===== config.mk =====
export PLATFORM = sky130hd
export DESIGN_NAME = fp32_adder_flat
export DESIGN_NICKNAME = d
export VERILOG_FILES = /design/src/sv/fpa_pkg.sv /design/src/sv/fpa_if.sv /design/src/sv/fpa_ctrl.sv /design/src/sv/fpa_dp.sv /design/src/sv/fp32_adder.sv /design/src/flat_wrapper.sv
export SDC_FILE = /design/constraint.sdc
export NUM_CORES = 1
export LEC_CHECK = 0
export ABC_AREA = 1
export BUFFER_PORTS_ARGS = -buffer_cell sky130_fd_sc_hd__buf_2
export CAP_MARGIN = 20
export CORE_MARGIN = 3
export CORE_UTILIZATION = 43
export CTS_BUF_LIST = sky130_fd_sc_hd__clkbuf_16
export CTS_CLUSTER_SIZE = 10
export DETAILED_ROUTE_END_ITERATION = 8
export SYNTH_ARGS = -nofsm -noshare
export SYNTH_HDL_FRONTEND = slang
export SYNTH_SLANG_ARGS = --single-unit

===== constraint.sdc =====
create_clock -name clock -period 5.6 [get_ports clock]
set_input_delay 0.28 -clock clock [delete_from_list [all_inputs] [get_ports clock]]
set_output_delay 0.28 -clock clock [all_outputs]
set_load 0.05 [all_outputs]

===== src/sv/fpa_pkg.sv =====
// ----------------------------------------------------------------------------
// fpa_pkg
// Shared constants and types for the single-precision adder.
// ----------------------------------------------------------------------------
package fpa_pkg;

   localparam int EXP_WIDTH_DEF  = 8;
   localparam int FRAC_WIDTH_DEF = 23;
   localparam int GRS_BITS       = 3;
   localparam int WORD_WIDTH     = 32;

   // controller to datapath commands
   typedef struct packed {
      logic load;      // capture operands and unpack
      logic align;     // swap and align
      logic addsub;    // add or subtract significands
      logic norm_step; // one normalize shift step
      logic finish;    // pack the result
   } fpa_cmd_type;

   // datapath to controller status
   typedef struct packed {
      logic special;   // result already decided
      logic norm_done; // normalization finished
   } fpa_status_type;

endpackage


===== src/sv/fpa_if.sv =====
// ----------------------------------------------------------------------------
// fpa_if
// Valid/ready channel carrying one payload word.
// ----------------------------------------------------------------------------
interface fpa_if #(
   parameter int WIDTH = 32
) (
);
   logic             valid;
   logic             ready;
   logic [WIDTH-1:0] data;

   modport source (output valid, output data, input ready);
   modport sink (input valid, input data, output ready);
endinterface


===== src/sv/fpa_ctrl.sv =====
// ----------------------------------------------------------------------------
// fpa_ctrl
// Sequencer: unpack, align, add, normalize step by step, pack, hand out;
// special cases go from align straight to hand out.
module fpa_ctrl
   import fpa_pkg::*;
(
   input  logic           clock,
   input  logic           reset,
   input  logic           in_valid,
   output logic           in_ready,
   output logic           out_valid,
   input  logic           out_ready,
   output fpa_cmd_type    cmd,
   input  fpa_status_type status
);

   localparam logic [2:0] ST_IDLE  = 3'd0;
   localparam logic [2:0] ST_ALIGN = 3'd1;
   localparam logic [2:0] ST_ADD   = 3'd2;
   localparam logic [2:0] ST_NORM  = 3'd3;
   localparam logic [2:0] ST_PACK  = 3'd4;
   localparam logic [2:0] ST_OUT   = 3'd5;

   logic [2:0] state_ff, state_in;

   // state register
   always_ff @(posedge clock) begin
      if (reset) begin
         state_ff <= ST_IDLE;
      end else begin
         state_ff <= state_in;
      end
   end

   // next state and commands
   always_comb begin
      state_in  = state_ff;
      cmd       = '0;
      in_ready  = 1'b0;
      out_valid = 1'b0;
      case (state_ff)
         ST_IDLE: begin
            in_ready = 1'b1;
            if (in_valid) begin
               cmd.load = 1'b1;
               state_in = ST_ALIGN;
            end
         end
         ST_ALIGN: begin
            // align also latches a special result when there is one
            cmd.align = 1'b1;
            if (status.special) begin
               state_in = ST_OUT;
            end else begin
               state_in = ST_ADD;
            end
         end
         ST_ADD: begin
            cmd.addsub = 1'b1;
            state_in   = ST_NORM;
         end
         ST_NORM: begin
            if (status.norm_done) begin
               state_in = ST_PACK;
            end else begin
               cmd.norm_step = 1'b1;
            end
         end
         ST_PACK: begin
            cmd.finish = 1'b1;
            state_in   = ST_OUT;
         end
         ST_OUT: begin
            out_valid = 1'b1;
            if (out_ready) begin
               state_in = ST_IDLE;
            end
         end
         default: begin
            state_in = ST_IDLE;
         end
      endcase
   end

`ifndef SYNTHESIS
   // an item is only taken when nothing is in flight
   a_take_idle: assert property (@(posedge clock) disable iff (reset)
      (in_valid && in_ready) |=> (state_ff == ST_ALIGN))
      else $error("item taken outside idle");
   // a result is held until taken
   a_out_hold: assert property (@(posedge clock) disable iff (reset)
      (out_valid && !out_ready) |=> out_valid)
      else $error("result dropped");
   // never accept and deliver together
   a_excl: assert property (@(posedge clock) disable iff (reset)
      !(in_ready && out_valid))
      else $error("accept and deliver overlap");
`endif

endmodule


===== src/sv/fpa_dp.sv =====
// ----------------------------------------------------------------------------
// fpa_dp
// Datapath: unpack, special cases, alignment, add/sub, one-bit normalize
// steps, truncating pack.
// ----------------------------------------------------------------------------
module fpa_dp
   import fpa_pkg::*;
#(
   parameter int EXP_WIDTH  = EXP_WIDTH_DEF,
   parameter int FRAC_WIDTH = FRAC_WIDTH_DEF
) (
   input  logic                              clock,
   input  fpa_cmd_type                       cmd,
   output fpa_status_type                    status,
   input  logic [EXP_WIDTH+FRAC_WIDTH:0]     a_in,
   input  logic [EXP_WIDTH+FRAC_WIDTH:0]     b_in,
   output logic [EXP_WIDTH+FRAC_WIDTH:0]     result
);

   localparam int W    = EXP_WIDTH + FRAC_WIDTH + 1;
   localparam int SW   = FRAC_WIDTH + 1;            // significand with hidden
   localparam int MW   = SW + GRS_BITS + 1;         // sum with carry
   localparam int EW   = EXP_WIDTH + 1;             // exponent with headroom
   localparam logic [EXP_WIDTH-1:0] EMAX = '1;

   logic [W-1:0] a, b;
   logic sa, sb;
   logic [EXP_WIDTH-1:0] ea, eb, xa, xb;
   logic [FRAC_WIDTH-1:0] fa, fb;
   logic [SW-1:0] ma, mb;
   logic nan_a, nan_b, inf_a, inf_b, swap;
   logic [EXP_WIDTH-1:0] d;
   logic [MW-1:0] big_v, small_v, bt, lowmask;
   logic sticky;

   logic [W-1:0]     res_ff, res_in;
   logic             special_in;
   logic             s_ff;
   logic             sb_ff;
   logic [EW-1:0]    e_ff, e_in;
   logic [MW-1:0]    big_ff, bt_ff, m_ff, m_in;
   logic             sticky_ff;
   logic [W-1:0]     a_ff, b_ff;

   // unpack from captured operands
   always_comb begin
      a = a_ff;
      b = b_ff;
      sa = a[W-1];
      sb = b[W-1];
      ea = a[W-2:FRAC_WIDTH];
      eb = b[W-2:FRAC_WIDTH];
      fa = a[FRAC_WIDTH-1:0];
      fb = b[FRAC_WIDTH-1:0];
      ma = {(ea != '0), fa};
      mb = {(eb != '0), fb};
      xa = (ea != '0) ? ea : EXP_WIDTH'(1);
      xb = (eb != '0) ? eb : EXP_WIDTH'(1);
      nan_a = (ea == EMAX) && (fa != '0);
      nan_b = (eb == EMAX) && (fb != '0);
      inf_a = (ea == EMAX);
      inf_b = (eb == EMAX);
      swap = (xa < xb) || ((xa == xb) && (ma < mb));
      // special results
      special_in = 1'b1;
      res_in = '0;
      if (nan_a) begin
         res_in = a | (W'(1) << (FRAC_WIDTH - 1));
      end else if (nan_b) begin
         res_in = b | (W'(1) << (FRAC_WIDTH - 1));
      end else if (inf_a && inf_b) begin
         res_in = (sa != sb) ? {1'b0, EMAX, 1'b1, {(FRAC_WIDTH-1){1'b0}}} : a;
      end else if (inf_a) begin
         res_in = a;
      end else if (inf_b) begin
         res_in = b;
      end else if (ma == '0 && mb == '0) begin
         res_in = {(sa & sb), {(W-1){1'b0}}};
      end else if (sa != sb && xa == xb && ma == mb) begin
         res_in = '0;
      end else begin
         special_in = 1'b0;
      end
      // alignment
      big_v   = swap ? {1'b0, mb, {GRS_BITS{1'b0}}} : {1'b0, ma, {GRS_BITS{1'b0}}};
      small_v = swap ? {1'b0, ma, {GRS_BITS{1'b0}}} : {1'b0, mb, {GRS_BITS{1'b0}}};
      d = swap ? (xb - xa) : (xa - xb);
      if (d >= EXP_WIDTH'(MW)) begin
         bt = '0;
         lowmask = '1;
      end else begin
         bt = small_v >> d;
         lowmask = (MW'(1) << d) - MW'(1);
      end
      sticky = (small_v & lowmask) != '0;
   end

   // normalization step
   always_comb begin
      m_in = m_ff;
      e_in = e_ff;
      if (m_ff[MW-1]) begin
         m_in = m_ff >> 1;
         e_in = e_ff + EW'(1);
      end else if (!m_ff[MW-2] && e_ff > EW'(1)) begin
         m_in = m_ff << 1;
         e_in = e_ff - EW'(1);
      end
   end

   assign status.special   = special_in;
   assign status.norm_done = !m_ff[MW-1] && (m_ff[MW-2] || e_ff <= EW'(1));

   // datapath registers
   always_ff @(posedge clock) begin
      if (cmd.load) begin
         a_ff <= a_in;
         b_ff <= b_in;
      end
      if (cmd.align) begin
         res_ff    <= res_in;
         s_ff      <= swap ? sb : sa;
         sb_ff     <= swap ? sa : sb;
         e_ff      <= EW'(swap ? xb : xa);
         big_ff    <= big_v;
         bt_ff     <= bt;
         sticky_ff <= sticky;
      end
      if (cmd.addsub) begin
         m_ff <= (s_ff == sb_ff) ? (big_ff + bt_ff)
                                 : (big_ff - bt_ff - MW'(sticky_ff));
      end
      if (cmd.norm_step) begin
         m_ff <= m_in;
         e_ff <= e_in;
      end
      if (cmd.finish) begin
         if (e_ff >= EW'(EMAX)) begin
            res_ff <= {s_ff, EMAX - EXP_WIDTH'(1), {FRAC_WIDTH{1'b1}}};
         end else if (!m_ff[MW-2]) begin
            res_ff <= {s_ff, {EXP_WIDTH{1'b0}}, m_ff[MW-3:GRS_BITS]};
         end else begin
            res_ff <= {s_ff, e_ff[EXP_WIDTH-1:0], m_ff[MW-3:GRS_BITS]};
         end
      end
   end

   assign result = res_ff;

`ifndef SYNTHESIS
   // one command at a time
   a_onecmd: assert property (@(posedge clock)
      $onehot0({cmd.load, cmd.align, cmd.addsub, cmd.norm_step, cmd.finish}))
      else $error("overlapping commands");
   // a normalize step never starts once done
   a_step: assert property (@(posedge clock)
      cmd.norm_step |-> !status.norm_done)
      else $error("normalize step past done");
   // no carry bit is left in the sum at pack
   a_range: assert property (@(posedge clock)
      cmd.finish |-> !m_ff[MW-1])
      else $error("unnormalized pack");
`endif

endmodule


===== src/sv/fp32_adder.sv =====
// ----------------------------------------------------------------------------
// fp32_adder
// IEEE-754 single-precision adder, round toward zero.
// ----------------------------------------------------------------------------
// One operand pair at a time: after acceptance the sequencer unpacks the
// operands, sorts out NaN, infinity and zero cases and aligns them in the same
// state, then adds, normalizes one bit of shift per step, packs, and then holds
// the result until taken. Special cases go from alignment straight to the
// result; a deep cancellation takes longest, set by the one-bit normalize
// shifter.
module fp32_adder
   import fpa_pkg::*;
#(
   parameter int EXP_WIDTH  = EXP_WIDTH_DEF,
   parameter int FRAC_WIDTH = FRAC_WIDTH_DEF
) (
   input  logic clock,
   input  logic reset,
   fpa_if.sink  req_operand_a,
   fpa_if.sink  req_operand_b,
   fpa_if.source rsp_sum
);

   fpa_cmd_type    cmd;
   fpa_status_type status;
   logic           in_ready;
   logic           both_valid;

   assign both_valid          = req_operand_a.valid && req_operand_b.valid;
   assign req_operand_a.ready = in_ready && req_operand_b.valid;
   assign req_operand_b.ready = in_ready && req_operand_a.valid;

   // controller
   fpa_ctrl u_ctrl (
      .clock     (clock),
      .reset     (reset),
      .in_valid  (both_valid),
      .in_ready  (in_ready),
      .out_valid (rsp_sum.valid),
      .out_ready (rsp_sum.ready),
      .cmd       (cmd),
      .status    (status)
   );

   // datapath
   fpa_dp #(
      .EXP_WIDTH  (EXP_WIDTH),
      .FRAC_WIDTH (FRAC_WIDTH)
   ) u_dp (
      .clock  (clock),
      .cmd    (cmd),
      .status (status),
      .a_in   (req_operand_a.data),
      .b_in   (req_operand_b.data),
      .result (rsp_sum.data)
   );

endmodule


===== src/flat_wrapper.sv =====
// flat-port wrapper written by rule: the top's interface ports become plain ports
module fp32_adder_flat import fpa_pkg::*;
#(
   parameter int EXP_WIDTH  = EXP_WIDTH_DEF,
   parameter int FRAC_WIDTH = FRAC_WIDTH_DEF
)
  (clock, reset, req_operand_a_valid, req_operand_a_data, req_operand_a_ready, req_operand_b_valid, req_operand_b_data, req_operand_b_ready, rsp_sum_valid, rsp_sum_data, rsp_sum_ready);
  fpa_if #(.WIDTH(WORD_WIDTH)) req_operand_a_i ();
  fpa_if #(.WIDTH(WORD_WIDTH)) req_operand_b_i ();
  fpa_if #(.WIDTH(WORD_WIDTH)) rsp_sum_i ();
  input  logic clock;
  input  logic reset;
  input wire logic [$bits(req_operand_a_i.valid)-1:0] req_operand_a_valid;
  input wire logic [$bits(req_operand_a_i.data)-1:0] req_operand_a_data;
  output wire logic [$bits(req_operand_a_i.ready)-1:0] req_operand_a_ready;
  input wire logic [$bits(req_operand_b_i.valid)-1:0] req_operand_b_valid;
  input wire logic [$bits(req_operand_b_i.data)-1:0] req_operand_b_data;
  output wire logic [$bits(req_operand_b_i.ready)-1:0] req_operand_b_ready;
  output wire logic [$bits(rsp_sum_i.valid)-1:0] rsp_sum_valid;
  output wire logic [$bits(rsp_sum_i.data)-1:0] rsp_sum_data;
  input wire logic [$bits(rsp_sum_i.ready)-1:0] rsp_sum_ready;
  assign req_operand_a_i.valid = req_operand_a_valid;
  assign req_operand_a_i.data = req_operand_a_data;
  assign req_operand_a_ready = req_operand_a_i.ready;
  assign req_operand_b_i.valid = req_operand_b_valid;
  assign req_operand_b_i.data = req_operand_b_data;
  assign req_operand_b_ready = req_operand_b_i.ready;
  assign rsp_sum_valid = rsp_sum_i.valid;
  assign rsp_sum_data = rsp_sum_i.data;
  assign rsp_sum_i.ready = rsp_sum_ready;
  fp32_adder #(.EXP_WIDTH(EXP_WIDTH), .FRAC_WIDTH(FRAC_WIDTH)) u_core (.clock(clock), .reset(reset), .req_operand_a(req_operand_a_i), .req_operand_b(req_operand_b_i), .rsp_sum(rsp_sum_i));
endmodule

==> qor.csv <==
stage;metric;value;unit
routing;viasPerCell;5.60;
cells_and_area;synthToLayoutAreaGrowth;14.7;%
logic_synthesis;async_flop_share;0;%
outcome;status;finished, final reports clean;
routing;drt_wl_total;51800;µm
power;internal_power;3820;µW
sta;worst_pin_slew;0.956;ns
cells_and_area;nNetsFinal;2223;
cells_and_area;layout-drive-gt1-share;10.6;%
sta;tns;0;ns
routing;via_count;13955;
floorplan;io_pins;104;
routing;wl_per_cell;20.8;µm
sta;slew_headroom;36.3;%
worst_hold_path;hold_end;u_core.u_dp.b[23];
sta;finalSetupViolCount;0;
floorplan;fp.dieH;192;µm
power;pwr-share-clk;18.1;%
power;power_density;427;mW/mm²
power;p_leak;0.00768;µW
place;gp_congestion;1.00;
floorplan;start_util;44.0;%
global_route;antenna_found_initial;0;
logic_synthesis;synth_nets;2090;
sta;rsz0062_at_grt;false;
worst_setup_path;cpPeakStageDelay;0.45;ns
floorplan;die_area;0.0368;mm²
worst_setup_path;crit_top_cell;nand2_1;
global_route;grt_start_max_net_pins;65;
clock_network;clkSinkCount;190;
worst_setup_path;required;5.81;ns
clock_network;htree_levels;4;
worst_setup_path;worst_ep_arrival_time;5.31;ns
logic_synthesis;syn_area_per_cell;7.83;µm²
logic_synthesis;yosys_register_bits;190;
routing;ant_nets;0;
power;power_switching;3450;µW
clock_network;ctsResizeCount;0;
logic_synthesis;yosysWarnings;0;
logic_synthesis;synth_edf_count;187;
clock_network;clock_latency;0.46;ns
worst_setup_path;critPathKind;reg -> reg;
worst_hold_path;hold_class;in -> reg;
logic_synthesis;syn-cell-area;0.0148;mm²
cells_and_area;final_cell_mix;nand2_1 (372), inv_1 (259), edfxtp_1 (187), nor2_1 (157), o21ai_0 (144);
sta;finalHoldViolCount;0;
global_route;grt_pass1_wl;77900;µm
power;power_switching_share;47.5;%
cells_and_area;layout.cells.non_filler;2491;
power;seq_power_share;30.4;%
sta;clock_skew;0.0147;ns
worst_setup_path;r2r_end;u_core.u_dp.sticky_ff;
global_route;grt_overflow_total;0;
global_route;grt_use_total;28.1;%
logic_synthesis;synth_ff_type;edfxtp_1;
routing;drtIter0Drc;1305;
place;placed_cells;2402;
worst_setup_path;critPathTopFamily;simple AND/OR/NAND/NOR gates;
worst_setup_path;rr_startpoint;u_core.u_dp.a[28];
worst_hold_path;min_path_cells;1;
worst_setup_path;rr_worst_depth;27;
routing;drc;0;
sta;drv_slew;0;
clock_network;clkTransAtPathRegs;0.08;ns
sta;max_freq;196;MHz
power;pwr-share-comb;51.5;%
power;ir_drop;0.241;mV
worst_setup_path;critical_path_buf_inv_count;2;
cells_and_area;n_antenna_cell;0;
place;port_buffers;103;
worst_setup_path;cp-end-kind;flip-flop;
clock_network;numCtsBuffers;17;
clock_network;cts_tree;done;
worst_setup_path;worst-r2r-setup-slack;0.50;ns
clock_network;cts_root_buffer;clkbuf_16;
logic_synthesis;ys_types;59;
sta;period_share;91.1;%
sta;period_minus_slack;5.10;ns
cells_and_area;final_common_cell;nand2_1;
floorplan;placeableCoreArea;0.0338;mm²
worst_setup_path;slowest_stage;edfxtp_1;
sta;timing.hold.ws;0.0176;ns
cells_and_area;fillers;3285;
routing;dr.pass1.iters;6;
floorplan;die_w;192;µm
floorplan;row_count;67;
logic_synthesis;syn_inst;1897;
worst_hold_path;worstHoldStart;req_operand_b_data[23];
global_route;first_global_vias;13030;
worst_setup_path;worstPathMaxFanout;40;
worst_setup_path;start_kind;flip-flop;
logic_synthesis;ys_seq_area_share;38.2;%
clock_network;cts_buffer_depth;2;
place;hpwl;40400;µm
run;maxCapViolCount;0;
metrics by stage:
stage	cell area [µm²]	total power [µW]	util, %	worst slack, ns
final	17000	7270	50.4	0.498
after global routing	17000	7770	50.4	0.0676
after CTS	17000	7230	50.4	0.566
after detailed placement	15800	5870	46.9	0.606
after global placement	15800	5870	46.8	0.675
after floorplan	14900	4800	-	0.0571
state kept, by name, indices dropped and copies added, names as in the netlist:
| register | count |
|---|---|
| u_core.u_dp.big_ff | 24 |
| u_core.u_ctrl.state_ff | 3 |
| u_core.u_dp.b | 32 |
| u_core.u_dp.s_ff | 1 |
| u_core.u_dp.bt_ff | 27 |
| u_core.u_dp.a | 32 |
| u_core.u_dp.sb_ff | 1 |
| u_core.u_dp.m_ff | 28 |
| u_core.u_dp.result | 32 |
| u_core.u_dp.e_ff | 9 |
| u_core.u_dp.sticky_ff | 1 |
power groups by stage:
stage               registers [µW]  logic [µW]  clock network (µW)
finish                        2210        3740                1320
global route                  2230        4160                1390
CTS                           2200        3690                1340
detailed placement            2230        3640                   0
global placement              2230        3640                   0
floorplan                     2290        2510                   0
Yosys cell counts (13+ instances only):
cell,instances,area [µm²]
o22ai_1,21,131
nand2_1,372,1400
nor2_1,157,589
nand4_1,30,188
clkbuf_1,54,203
nand3_1,94,470
a22oi_1,41,308
xor2_1,17,149
nor4_1,13,81.3
a221oi_1,16,140
ha_1,121,1510
o21ai_0,144,721
edfxtp_1,187,5620
a21oi_1,141,706
nor3_1,22,110
o21ai_1,14,70.1
a31oi_1,33,206
inv_1,259,972
metal layers:
metal | GRT usage (%) | share of wire [%] | wire, µm
met4 | 10.6 | 3.7 | 1910
met5 | 1.92 | 0.18 | 95
met1 | 38.6 | 44 | 22800
met3 | 3.80 | 6.4 | 3310
met2 | 45.2 | 46 | 23600
cell type report:
class,instances,area (µm²),area share (%)
Clock buffer,17,425,2.50
Clock inverter,15,201,1.18
Inverter,273,1020,6.02
Multi-Input combinational cell,1360,7840,46.0
Sequential cell,190,5680,33.3
Tap cell,448,561,3.29
Timing Repair Buffer,188,1300,7.66
repair_timing:
action                                 in CTS  in global routing
setup buffers                               0                  0
setup endpoints to repair                   0                  0
endpoints found under the hold margin      57                  1
hold buffers                               56                  1
worst max path at each step:
stage	startpoint	to	slack, ns	depth (start not counted)
2_1_floorplan	u_core.u_ctrl.state_ff[1]	u_core.u_dp.a[0]	0.06	5
3_3_place_gp	u_core.u_dp.b[28]	u_core.u_dp.sticky_ff	0.68	30
3_5_place_dp	u_core.u_dp.b[28]	u_core.u_dp.sticky_ff	0.61	30
4_1_cts	u_core.u_dp.b[27]	u_core.u_dp.sticky_ff	0.57	30
5_1_grt	u_core.u_dp.b[27]	u_core.u_dp.sticky_ff	0.07	30
6_report	u_core.u_dp.a[28]	u_core.u_dp.sticky_ff	0.50	27
kinds of logic (layout without fill, tap and decap cells):
logic type / count (synthesis) / in the layout / synth area share, %
AO/OA/AOI/OAI: 466 / 466 / 18.4
XOR/XNOR: 22 / 22 / 1.30
adder cells (fa/ha/maj): 124 / 124 / 10.6
buffers and inverters: 347 / 493 / 9.13
flip-flops: 190 / 190 / 38.2
multiplexers: 9 / 9 / 0.607
AND/OR/NAND/NOR: 739 / 739 / 21.7
(Power assumes the default switching activity.)
